### src/sv/rdc_pkg.sv
package rdc_pkg;

    // width of every payload field on the channels
    localparam int unsigned DATA_W = 32;

endpackage

### src/sv/rdc_in_if.sv
interface rdc_in_if;

    logic                         valid;
    logic                         ready;
    logic [rdc_pkg::DATA_W-1:0]   dividend;
    logic [rdc_pkg::DATA_W-1:0]   divisor;

    modport source (output valid, output dividend, output divisor, input ready);
    modport sink   (input valid, input dividend, input divisor, output ready);

endinterface

### src/sv/rdc_out_if.sv
interface rdc_out_if;

    logic                         valid;
    logic                         ready;
    logic [rdc_pkg::DATA_W-1:0]   quotient;
    logic [rdc_pkg::DATA_W-1:0]   remainder;

    modport source (output valid, output quotient, output remainder, input ready);
    modport sink   (input valid, input quotient, input remainder, output ready);

endinterface

### src/sv/restoring_divider_core.sv
// channel   dir   modport   payload                          transaction
// i_in      in    sink      dividend[31:0], divisor[31:0]    valid && ready
// o_out     out   source    quotient[31:0], remainder[31:0]  valid && ready
//
// one operand pair can enter every cycle unless the output stalls the chain
// each pipeline stage does one shift, subtract and compare, so WIDTH stages
// reset (synchronous, active low) clears only the stage valid bits
// a full stage holds while the one after it is full and cannot move
// empty stages let later items close up, so bubbles never block the input
module restoring_divider_core #(
    parameter int unsigned WIDTH = 32
) (
    input  logic       i_clk,
    input  logic       i_rst_n,
    rdc_in_if.sink     i_in,
    rdc_out_if.source  o_out
);

    localparam int unsigned DW = rdc_pkg::DATA_W;

    // per-stage state: partial remainder, dividend bits still to come with
    // quotient bits shifted in at the bottom, and the divisor
    logic             r_vld [WIDTH];
    logic [WIDTH-1:0] r_rem [WIDTH];
    logic [WIDTH-1:0] r_qd  [WIDTH];
    logic [WIDTH-1:0] r_den [WIDTH];

    logic [WIDTH-1:0] n_rem [WIDTH];
    logic [WIDTH-1:0] n_qd  [WIDTH];

    // source side of each stage
    logic             w_src_vld [WIDTH];
    logic [WIDTH-1:0] w_src_rem [WIDTH];
    logic [WIDTH-1:0] w_src_qd  [WIDTH];
    logic [WIDTH-1:0] w_src_den [WIDTH];

    // stage k may load when it is empty or stage k+1 can load
    logic [WIDTH:0]   w_rdy;

    // operand fit: extra input bits drop, missing ones are zero
    logic [WIDTH+DW-1:0] w_num_ext;
    logic [WIDTH+DW-1:0] w_den_ext;
    logic [DW+WIDTH-1:0] w_quo_ext;
    logic [DW+WIDTH-1:0] w_rem_ext;

    assign w_num_ext = {{WIDTH{1'b0}}, i_in.dividend};
    assign w_den_ext = {{WIDTH{1'b0}}, i_in.divisor};

    // ready chain from the output back to the input
    always_comb begin
        w_rdy[WIDTH] = o_out.ready;
        for (int k = WIDTH - 1; k >= 0; k--) begin
            w_rdy[k] = !r_vld[k] || w_rdy[k+1];
        end
    end

    assign i_in.ready = w_rdy[0];

    // stage inputs: the first stage takes the operands with a zero remainder
    always_comb begin
        w_src_vld[0] = i_in.valid;
        w_src_rem[0] = '0;
        w_src_qd[0]  = w_num_ext[WIDTH-1:0];
        w_src_den[0] = w_den_ext[WIDTH-1:0];
        for (int k = 1; k < WIDTH; k++) begin
            w_src_vld[k] = r_vld[k-1];
            w_src_rem[k] = r_rem[k-1];
            w_src_qd[k]  = r_qd[k-1];
            w_src_den[k] = r_den[k-1];
        end
    end

    // one restoring step per stage; the extra top bit keeps the compare exact
    always_comb begin
        logic [WIDTH:0] v_shift;
        logic [WIDTH:0] v_diff;
        v_shift = '0;
        v_diff  = '0;
        for (int k = 0; k < WIDTH; k++) begin
            v_shift = {w_src_rem[k], w_src_qd[k][WIDTH-1]};
            v_diff  = v_shift - {1'b0, w_src_den[k]};
            // no borrow means shifted remainder >= divisor: keep the difference
            if (!v_diff[WIDTH]) begin
                n_rem[k] = v_diff[WIDTH-1:0];
            end else begin
                n_rem[k] = v_shift[WIDTH-1:0];
            end
            n_qd[k] = {w_src_qd[k][WIDTH-2:0], !v_diff[WIDTH]};
        end
    end

    // valid bits: cleared by reset, follow the data
    always_ff @(posedge i_clk) begin
        if (!i_rst_n) begin
            for (int k = 0; k < WIDTH; k++) begin
                r_vld[k] <= 1'b0;
            end
        end else begin
            for (int k = 0; k < WIDTH; k++) begin
                if (w_rdy[k]) begin
                    r_vld[k] <= w_src_vld[k];
                end
            end
        end
    end

    // payload: loads only with a valid item, so a stall holds it
    always_ff @(posedge i_clk) begin
        for (int k = 0; k < WIDTH; k++) begin
            if (w_rdy[k] && w_src_vld[k]) begin
                r_rem[k] <= n_rem[k];
                r_qd[k]  <= n_qd[k];
                r_den[k] <= w_src_den[k];
            end
        end
    end

    // last stage is the output register
    assign w_quo_ext = {{DW{1'b0}}, r_qd[WIDTH-1]};
    assign w_rem_ext = {{DW{1'b0}}, r_rem[WIDTH-1]};

    assign o_out.valid     = r_vld[WIDTH-1];
    assign o_out.quotient  = w_quo_ext[DW-1:0];
    assign o_out.remainder = w_rem_ext[DW-1:0];

`ifndef SYNTHESIS
    // a finished result with a nonzero divisor leaves a remainder below it
    a_rem_below_den: assert property (@(posedge i_clk) disable iff (!i_rst_n)
        (r_vld[WIDTH-1] && (r_den[WIDTH-1] != '0)) |-> (r_rem[WIDTH-1] < r_den[WIDTH-1]))
        else $error("remainder not below divisor");

    // division by zero gives an all-ones quotient
    a_div_zero_quo: assert property (@(posedge i_clk) disable iff (!i_rst_n)
        (r_vld[WIDTH-1] && (r_den[WIDTH-1] == '0)) |-> (r_qd[WIDTH-1] == '1))
        else $error("divide by zero quotient not all ones");

    // an accepted transaction lands in the first stage
    a_accept_lands: assert property (@(posedge i_clk) disable iff (!i_rst_n)
        (i_in.valid && i_in.ready) |=> r_vld[0])
        else $error("accepted item missing from first stage");

    // a blocked first stage keeps its item intact
    a_stage_holds: assert property (@(posedge i_clk) disable iff (!i_rst_n)
        (r_vld[0] && !w_rdy[1]) |=> (r_vld[0] && $stable(r_rem[0]) && $stable(r_qd[0])
            && $stable(r_den[0])))
        else $error("stalled stage changed");
`endif

endmodule
### src/flat_wrapper.sv
// flat-port wrapper written by rule: the top's interface ports become plain ports
module restoring_divider_core_flat 
#(
    parameter int unsigned WIDTH = 32
)
  (i_clk, i_rst_n, i_in_valid, i_in_dividend, i_in_divisor, i_in_ready, o_out_valid, o_out_quotient, o_out_remainder, o_out_ready);
  rdc_in_if i_in_i ();
  rdc_out_if o_out_i ();
  input  logic i_clk;
  input  logic i_rst_n;
  input wire logic [$bits(i_in_i.valid)-1:0] i_in_valid;
  input wire logic [$bits(i_in_i.dividend)-1:0] i_in_dividend;
  input wire logic [$bits(i_in_i.divisor)-1:0] i_in_divisor;
  output wire logic [$bits(i_in_i.ready)-1:0] i_in_ready;
  output wire logic [$bits(o_out_i.valid)-1:0] o_out_valid;
  output wire logic [$bits(o_out_i.quotient)-1:0] o_out_quotient;
  output wire logic [$bits(o_out_i.remainder)-1:0] o_out_remainder;
  input wire logic [$bits(o_out_i.ready)-1:0] o_out_ready;
  assign i_in_i.valid = i_in_valid;
  assign i_in_i.dividend = i_in_dividend;
  assign i_in_i.divisor = i_in_divisor;
  assign i_in_ready = i_in_i.ready;
  assign o_out_valid = o_out_i.valid;
  assign o_out_quotient = o_out_i.quotient;
  assign o_out_remainder = o_out_i.remainder;
  assign o_out_i.ready = o_out_ready;
  restoring_divider_core #(.WIDTH(WIDTH)) u_core (.i_clk(i_clk), .i_rst_n(i_rst_n), .i_in(i_in_i), .o_out(o_out_i));
endmodule
### config.mk
export PLATFORM = sky130hd
export DESIGN_NAME = restoring_divider_core_flat
export DESIGN_NICKNAME = d
export VERILOG_FILES = /design/src/sv/rdc_pkg.sv /design/src/sv/rdc_in_if.sv /design/src/sv/rdc_out_if.sv /design/src/sv/restoring_divider_core.sv /design/src/flat_wrapper.sv
export SDC_FILE = /design/constraint.sdc
export NUM_CORES = 2
export LEC_CHECK = 0
export ABC_AREA = 1
export ABC_CLOCK_PERIOD_IN_PS = 9900
export BUFFER_PORTS_ARGS = -buffer_cell sky130_fd_sc_hd__buf_2
export CORE_UTILIZATION = 65
export DETAILED_ROUTE_END_ITERATION = 7
export MAX_ROUTING_LAYER = met4
export PLACE_DENSITY = 0.92
export SYNTH_ARGS = -nofsm -noshare
export SYNTH_HDL_FRONTEND = slang
export SYNTH_SLANG_ARGS = --single-unit
### constraint.sdc
create_clock -name i_clk -period 9.9 [get_ports i_clk]
set_clock_uncertainty 0.2 [all_clocks]
set_input_delay 0.99 -clock i_clk [delete_from_list [all_inputs] [get_ports i_clk]]
set_output_delay 0.99 -clock i_clk [all_outputs]
set_load 0.005 [all_outputs]
==> metrics.md <==
| Metric | Value |
|---|---|
| Outcome | `complete, but fails checks` |
| Violated checks | `design-rule violations` |
| FMAX | `0.1835 GHz` |
| Leakage power | `66.85 nW` |
| Core Rows | `177` |
| Hold path depth | `1` |
| Type of origin of the critical path | `flip-flop` |
| Adder and majority gate portion of the synthesized area | `8.550%` |
| Utilization of the core after routing | `71.55%` |
| All-Layer GR Usage | `27.22%` |
| Layout overhead on the synthesized area | `9.140%` |
| DP Wirelength | `222.0 mm` |
| Synth area leader | `sky130_fd_sc_hd__edfxtp_1` |
| Largest net degree at the start of global routing | `97` |
| Hold violation total from the final report | `0` |
| Startpoint of the most critical register-to-register path | `u_core.r_qd[0][127]$_DFFE_PP_` |
| Via density per instance | `5.782` |
| Worst min path class | `input pin to flip-flop` |
| Critical path data arrival time | `4.26 ns` |
| Portion of synthesized cell area occupied by the leading cell type | `60.40%` |
| Detailed-route wire length | `313.9 mm` |
| Starting Density | `65.55%` |
| Final weighted congestion of routability-driven global placement | `0.9180` |
| Aggregate global routing overflow | `0` |
| Count of nets after finishing | `15080` |
| Number of global-route vias before repair | `105900` |
| Headroom to the max-slew limit | `14.21%` |
| CP Max Fanout | `7` |
| Flip-flop and latch count after synthesis | `3072` |
| RSZ-0062 raised after global routing | `false` |
| Main combinational cell family by area after synthesis | `compound AO/OA/AOI/OAI gates` |
| Post-synthesis cell count | `13700` |
| Top_reg_cell synth | `sky130_fd_sc_hd__edfxtp_1` |
| Setup TNS | `0 ns` |
| Area of the core region | `233000 µm²` |
| Portion of the post-synthesis area used by sequential elements | `60.40%` |
| Compound-gate portion of the synthesized area | `11.04%` |
| I/O pins | `134` |
| Clock transition time at the flip-flop clock pins of the worst setup and hold paths | `0.09 ns` |
| Crit. End Element | `output port` |
| Post-synthesis instance area | `152700 µm²` |
| Total of endpoints with negative setup slack in the final report | `0` |
| Data required, critical path | `8.71 ns` |
| Layout cells sized above 1 | `5.019%` |
| Drc violations | `3` |
| Largest cells by area after synthesis | `sky130_fd_sc_hd__edfxtp_1 (60%), sky130_fd_sc_hd__ha_1 (8.1%), sky130_fd_sc_hd__nand2_1 (6.1%)` |
| Level count of the clock H-tree | `5` |
| Pin slew with the least headroom to its limit | `1.287 ns` |
| Reg-to-reg critical path endpoint | `u_core.r_rem[0][136]$_DFFE_PP_` |
| Post-CTS setup repair buffer count | `0` |
| Vertical extent of the die | `486.7 µm` |
| Die area | `236900 µm²` |
| CTS Root Cell | `sky130_fd_sc_hd__clkbuf_16` |
| Clk sinks | `3072` |
| Most frequent cells in the layout | `sky130_fd_sc_hd__edfxtp_1 (3072), sky130_fd_sc_hd__nand2_1 (2495), sky130_fd_sc_hd__inv_1 (1815), sky130_fd_sc_hd__o21ai_0 (1309), sky130_fd_sc_hd__a21oi_1 (1049)` |
| Fraction of registers with async set or reset after synthesis | `0%` |
| Ratio of final minimum period to clock period | `55.03%` |
| Commonest non-fill, non-tap cell in the layout | `sky130_fd_sc_hd__edfxtp_1` |
| Xor and xnor area share after synthesis | `5.259%` |
| Source of the worst hold timing path | `i_in_divisor[11]` |
| DR WL/cell | `18.07 µm` |
| Total via count in the routed design | `100400` |
| Max-slew violation total from the final report | `0` |
| Worst-skew pair later-pin latency | `0.95 ns` |
| Worst Reg-to-Reg Cells | `23` |
| Area share of and/or/nand/nor cells after synthesis | `9.204%` |
| Max-capacitance violation count | `0` |
| Number of buffers inserted by port buffering | `133` |
| CTS tree | `built` |
| Maximum clock path buffer count | `4` |
| Antenna violations before repair | `12` |
| Total number of yosys warnings | `0` |
| Final antenna-violating net count | `0` |
| Critical path start-end classification | `flip-flop to output port` |
| Reg2reg setup slack | `4.81 ns` |
| Final Critical Period | `5.448 ns` |
| Number of CTS-inserted buffers | `322` |
| Number of enable-type register cells in the synthesized netlist | `3072` |
| Die boundary width | `486.7 µm` |
| Post-synthesis area per instance | `11.15 µm²` |
| Worst Hold End | `u_core.r_den[0][11]$_DFFE_PP_` |
| First-pass GRT wire length | `504.5 mm` |
| Max rail drop VDD | `0.0001727 V` |
| Power Density | `158.8 nW/µm²` |
| Library cells used by synthesis | `48` |
| Portion of netlist area occupied by mux cells | `0%` |
| DRT iter0 DRCs | `6564` |
| Count of TritonRoute iterations in the first routing pass | `8` |
[where the power goes]
part / total (mW) / leakage, nW / internal (mW) / switching (mW)
logic: 0.549 / 34.1 / 0.193 / 0.356
registers: 14.3 / 27.9 / 14.2 / 0.0383
clock network: 11.7 / 4.83 / 6.81 / 4.85
[worst max-delay path, cell delays in order (launching register included)]
cell and delay (ns):
sky130_fd_sc_hd__edfxtp_1 0.41, sky130_fd_sc_hd__nand4_2 0.17, sky130_fd_sc_hd__nor3_4 0.26, sky130_fd_sc_hd__nand4_2 0.17, sky130_fd_sc_hd__nor2_4 0.21, sky130_fd_sc_hd__nand4_4 0.14
sky130_fd_sc_hd__nor2_4 0.19, sky130_fd_sc_hd__nand4_4 0.15, sky130_fd_sc_hd__nor2_8 0.19, sky130_fd_sc_hd__nand4_4 0.13, sky130_fd_sc_hd__nor2_4 0.22, sky130_fd_sc_hd__nand4_4 0.15
sky130_fd_sc_hd__nor2_2 0.22, sky130_fd_sc_hd__nand4_2 0.19, sky130_fd_sc_hd__nor2_4 0.21, sky130_fd_sc_hd__nand4_2 0.15, sky130_fd_sc_hd__buf_2 0.18
[registers in the layout (all words and copies together), names as in the netlist]
name          flops
u_core.r_den    992
u_core.r_qd    1024
u_core.r_rem   1024
u_core.r_vld     32
[through the flow]
| step | worst slack (ns) | instances | hold WS, ns | cell area, µm² | power, mW |
|---|---|---|---|---|---|
| after floorplan | 3.116 | 13710 | 0.2003 | 152800 | 14.91 |
| after global placement | 4.585 | 16760 | 0.2002 | 156400 | 15.01 |
| after detailed placement | 4.522 | 16760 | 0.2045 | 156400 | 15.04 |
| after CTS | 4.325 | 17340 | 0.003359 | 166600 | 26.52 |
| after global routing | 4.049 | 17370 | 0.004390 | 166700 | 27.08 |
| final | 4.452 | 17370 | 0.02415 | 166700 | 26.47 |
[metal layers]
| metal | global-route usage [%] | vias to the layer above | part of all wire (%) |
|---|---|---|---|
| met4 | 19.28 | 0 | 7.8 |
| met1 | 22.60 | 47430 | 31 |
| met2 | 54.16 | 3335 | 57 |
| met5 | - | - | 0 |
| li1 | - | 48170 | - |
| met3 | 3.167 | 1486 | 3.4 |
[worst max-delay path by stage]
stage | to | start
6_report | i_in_ready | u_core.r_vld[0][30]$_DFFE_PP_
5_1_grt | i_in_ready | u_core.r_vld[0][30]$_DFFE_PP_
4_1_cts | i_in_ready | u_core.r_vld[0][30]$_DFFE_PP_
3_5_place_dp | u_core.r_qd[0][10]$_DFFE_PP_ | o_out_ready
3_3_place_gp | u_core.r_qd[0][10]$_DFFE_PP_ | o_out_ready
2_1_floorplan | u_core.r_den[0][128]$_DFFE_PP_ | o_out_ready
[Yosys cell counts, types with 32 or more instances]
cell,n
sky130_fd_sc_hd__buf_4,90
sky130_fd_sc_hd__xnor2_1,493
sky130_fd_sc_hd__nand4_1,102
sky130_fd_sc_hd__xor2_1,424
sky130_fd_sc_hd__nand3_1,162
sky130_fd_sc_hd__o21a_1,124
sky130_fd_sc_hd__a21oi_1,1049
sky130_fd_sc_hd__o21bai_1,143
sky130_fd_sc_hd__nor2_1,570
sky130_fd_sc_hd__o21ai_0,1309
sky130_fd_sc_hd__a21boi_1,43
sky130_fd_sc_hd__clkbuf_1,41
sky130_fd_sc_hd__a21boi_0,80
sky130_fd_sc_hd__nand3b_1,32
sky130_fd_sc_hd__inv_1,1832
sky130_fd_sc_hd__nand2_1,2495
sky130_fd_sc_hd__buf_2,96
sky130_fd_sc_hd__a31oi_1,146
sky130_fd_sc_hd__ha_1,994
sky130_fd_sc_hd__edfxtp_1,3072
sky130_fd_sc_hd__o21ai_1,58
sky130_fd_sc_hd__nor3_1,98
[final cells by class]
class	instances	area (µm²)
diodes	32	80.08
clock buffers	399	8411
clock inverters	147	1508
fillers	14100	66290
inverters	1865	7028
multi-input cells	8516	52200
flip-flops and latches	3072	92250
well taps	3132	3919
repair buffers	206	1289
[cell families after synthesis]
family          count (synthesis)
buf+inv                      2122
fa+ha+maj                    1025
flops                        3072
simple gates                 3495
other cells                     1
compound gates               3064
xor+xnor                      917
[timing repair]
action                    4_1_cts  5_1_grt
gates resized for setup         0        0
hold buffers                   30        0
hold endpoints to repair       30        0
No activity file was read; power rests on OpenSTA's default activity.
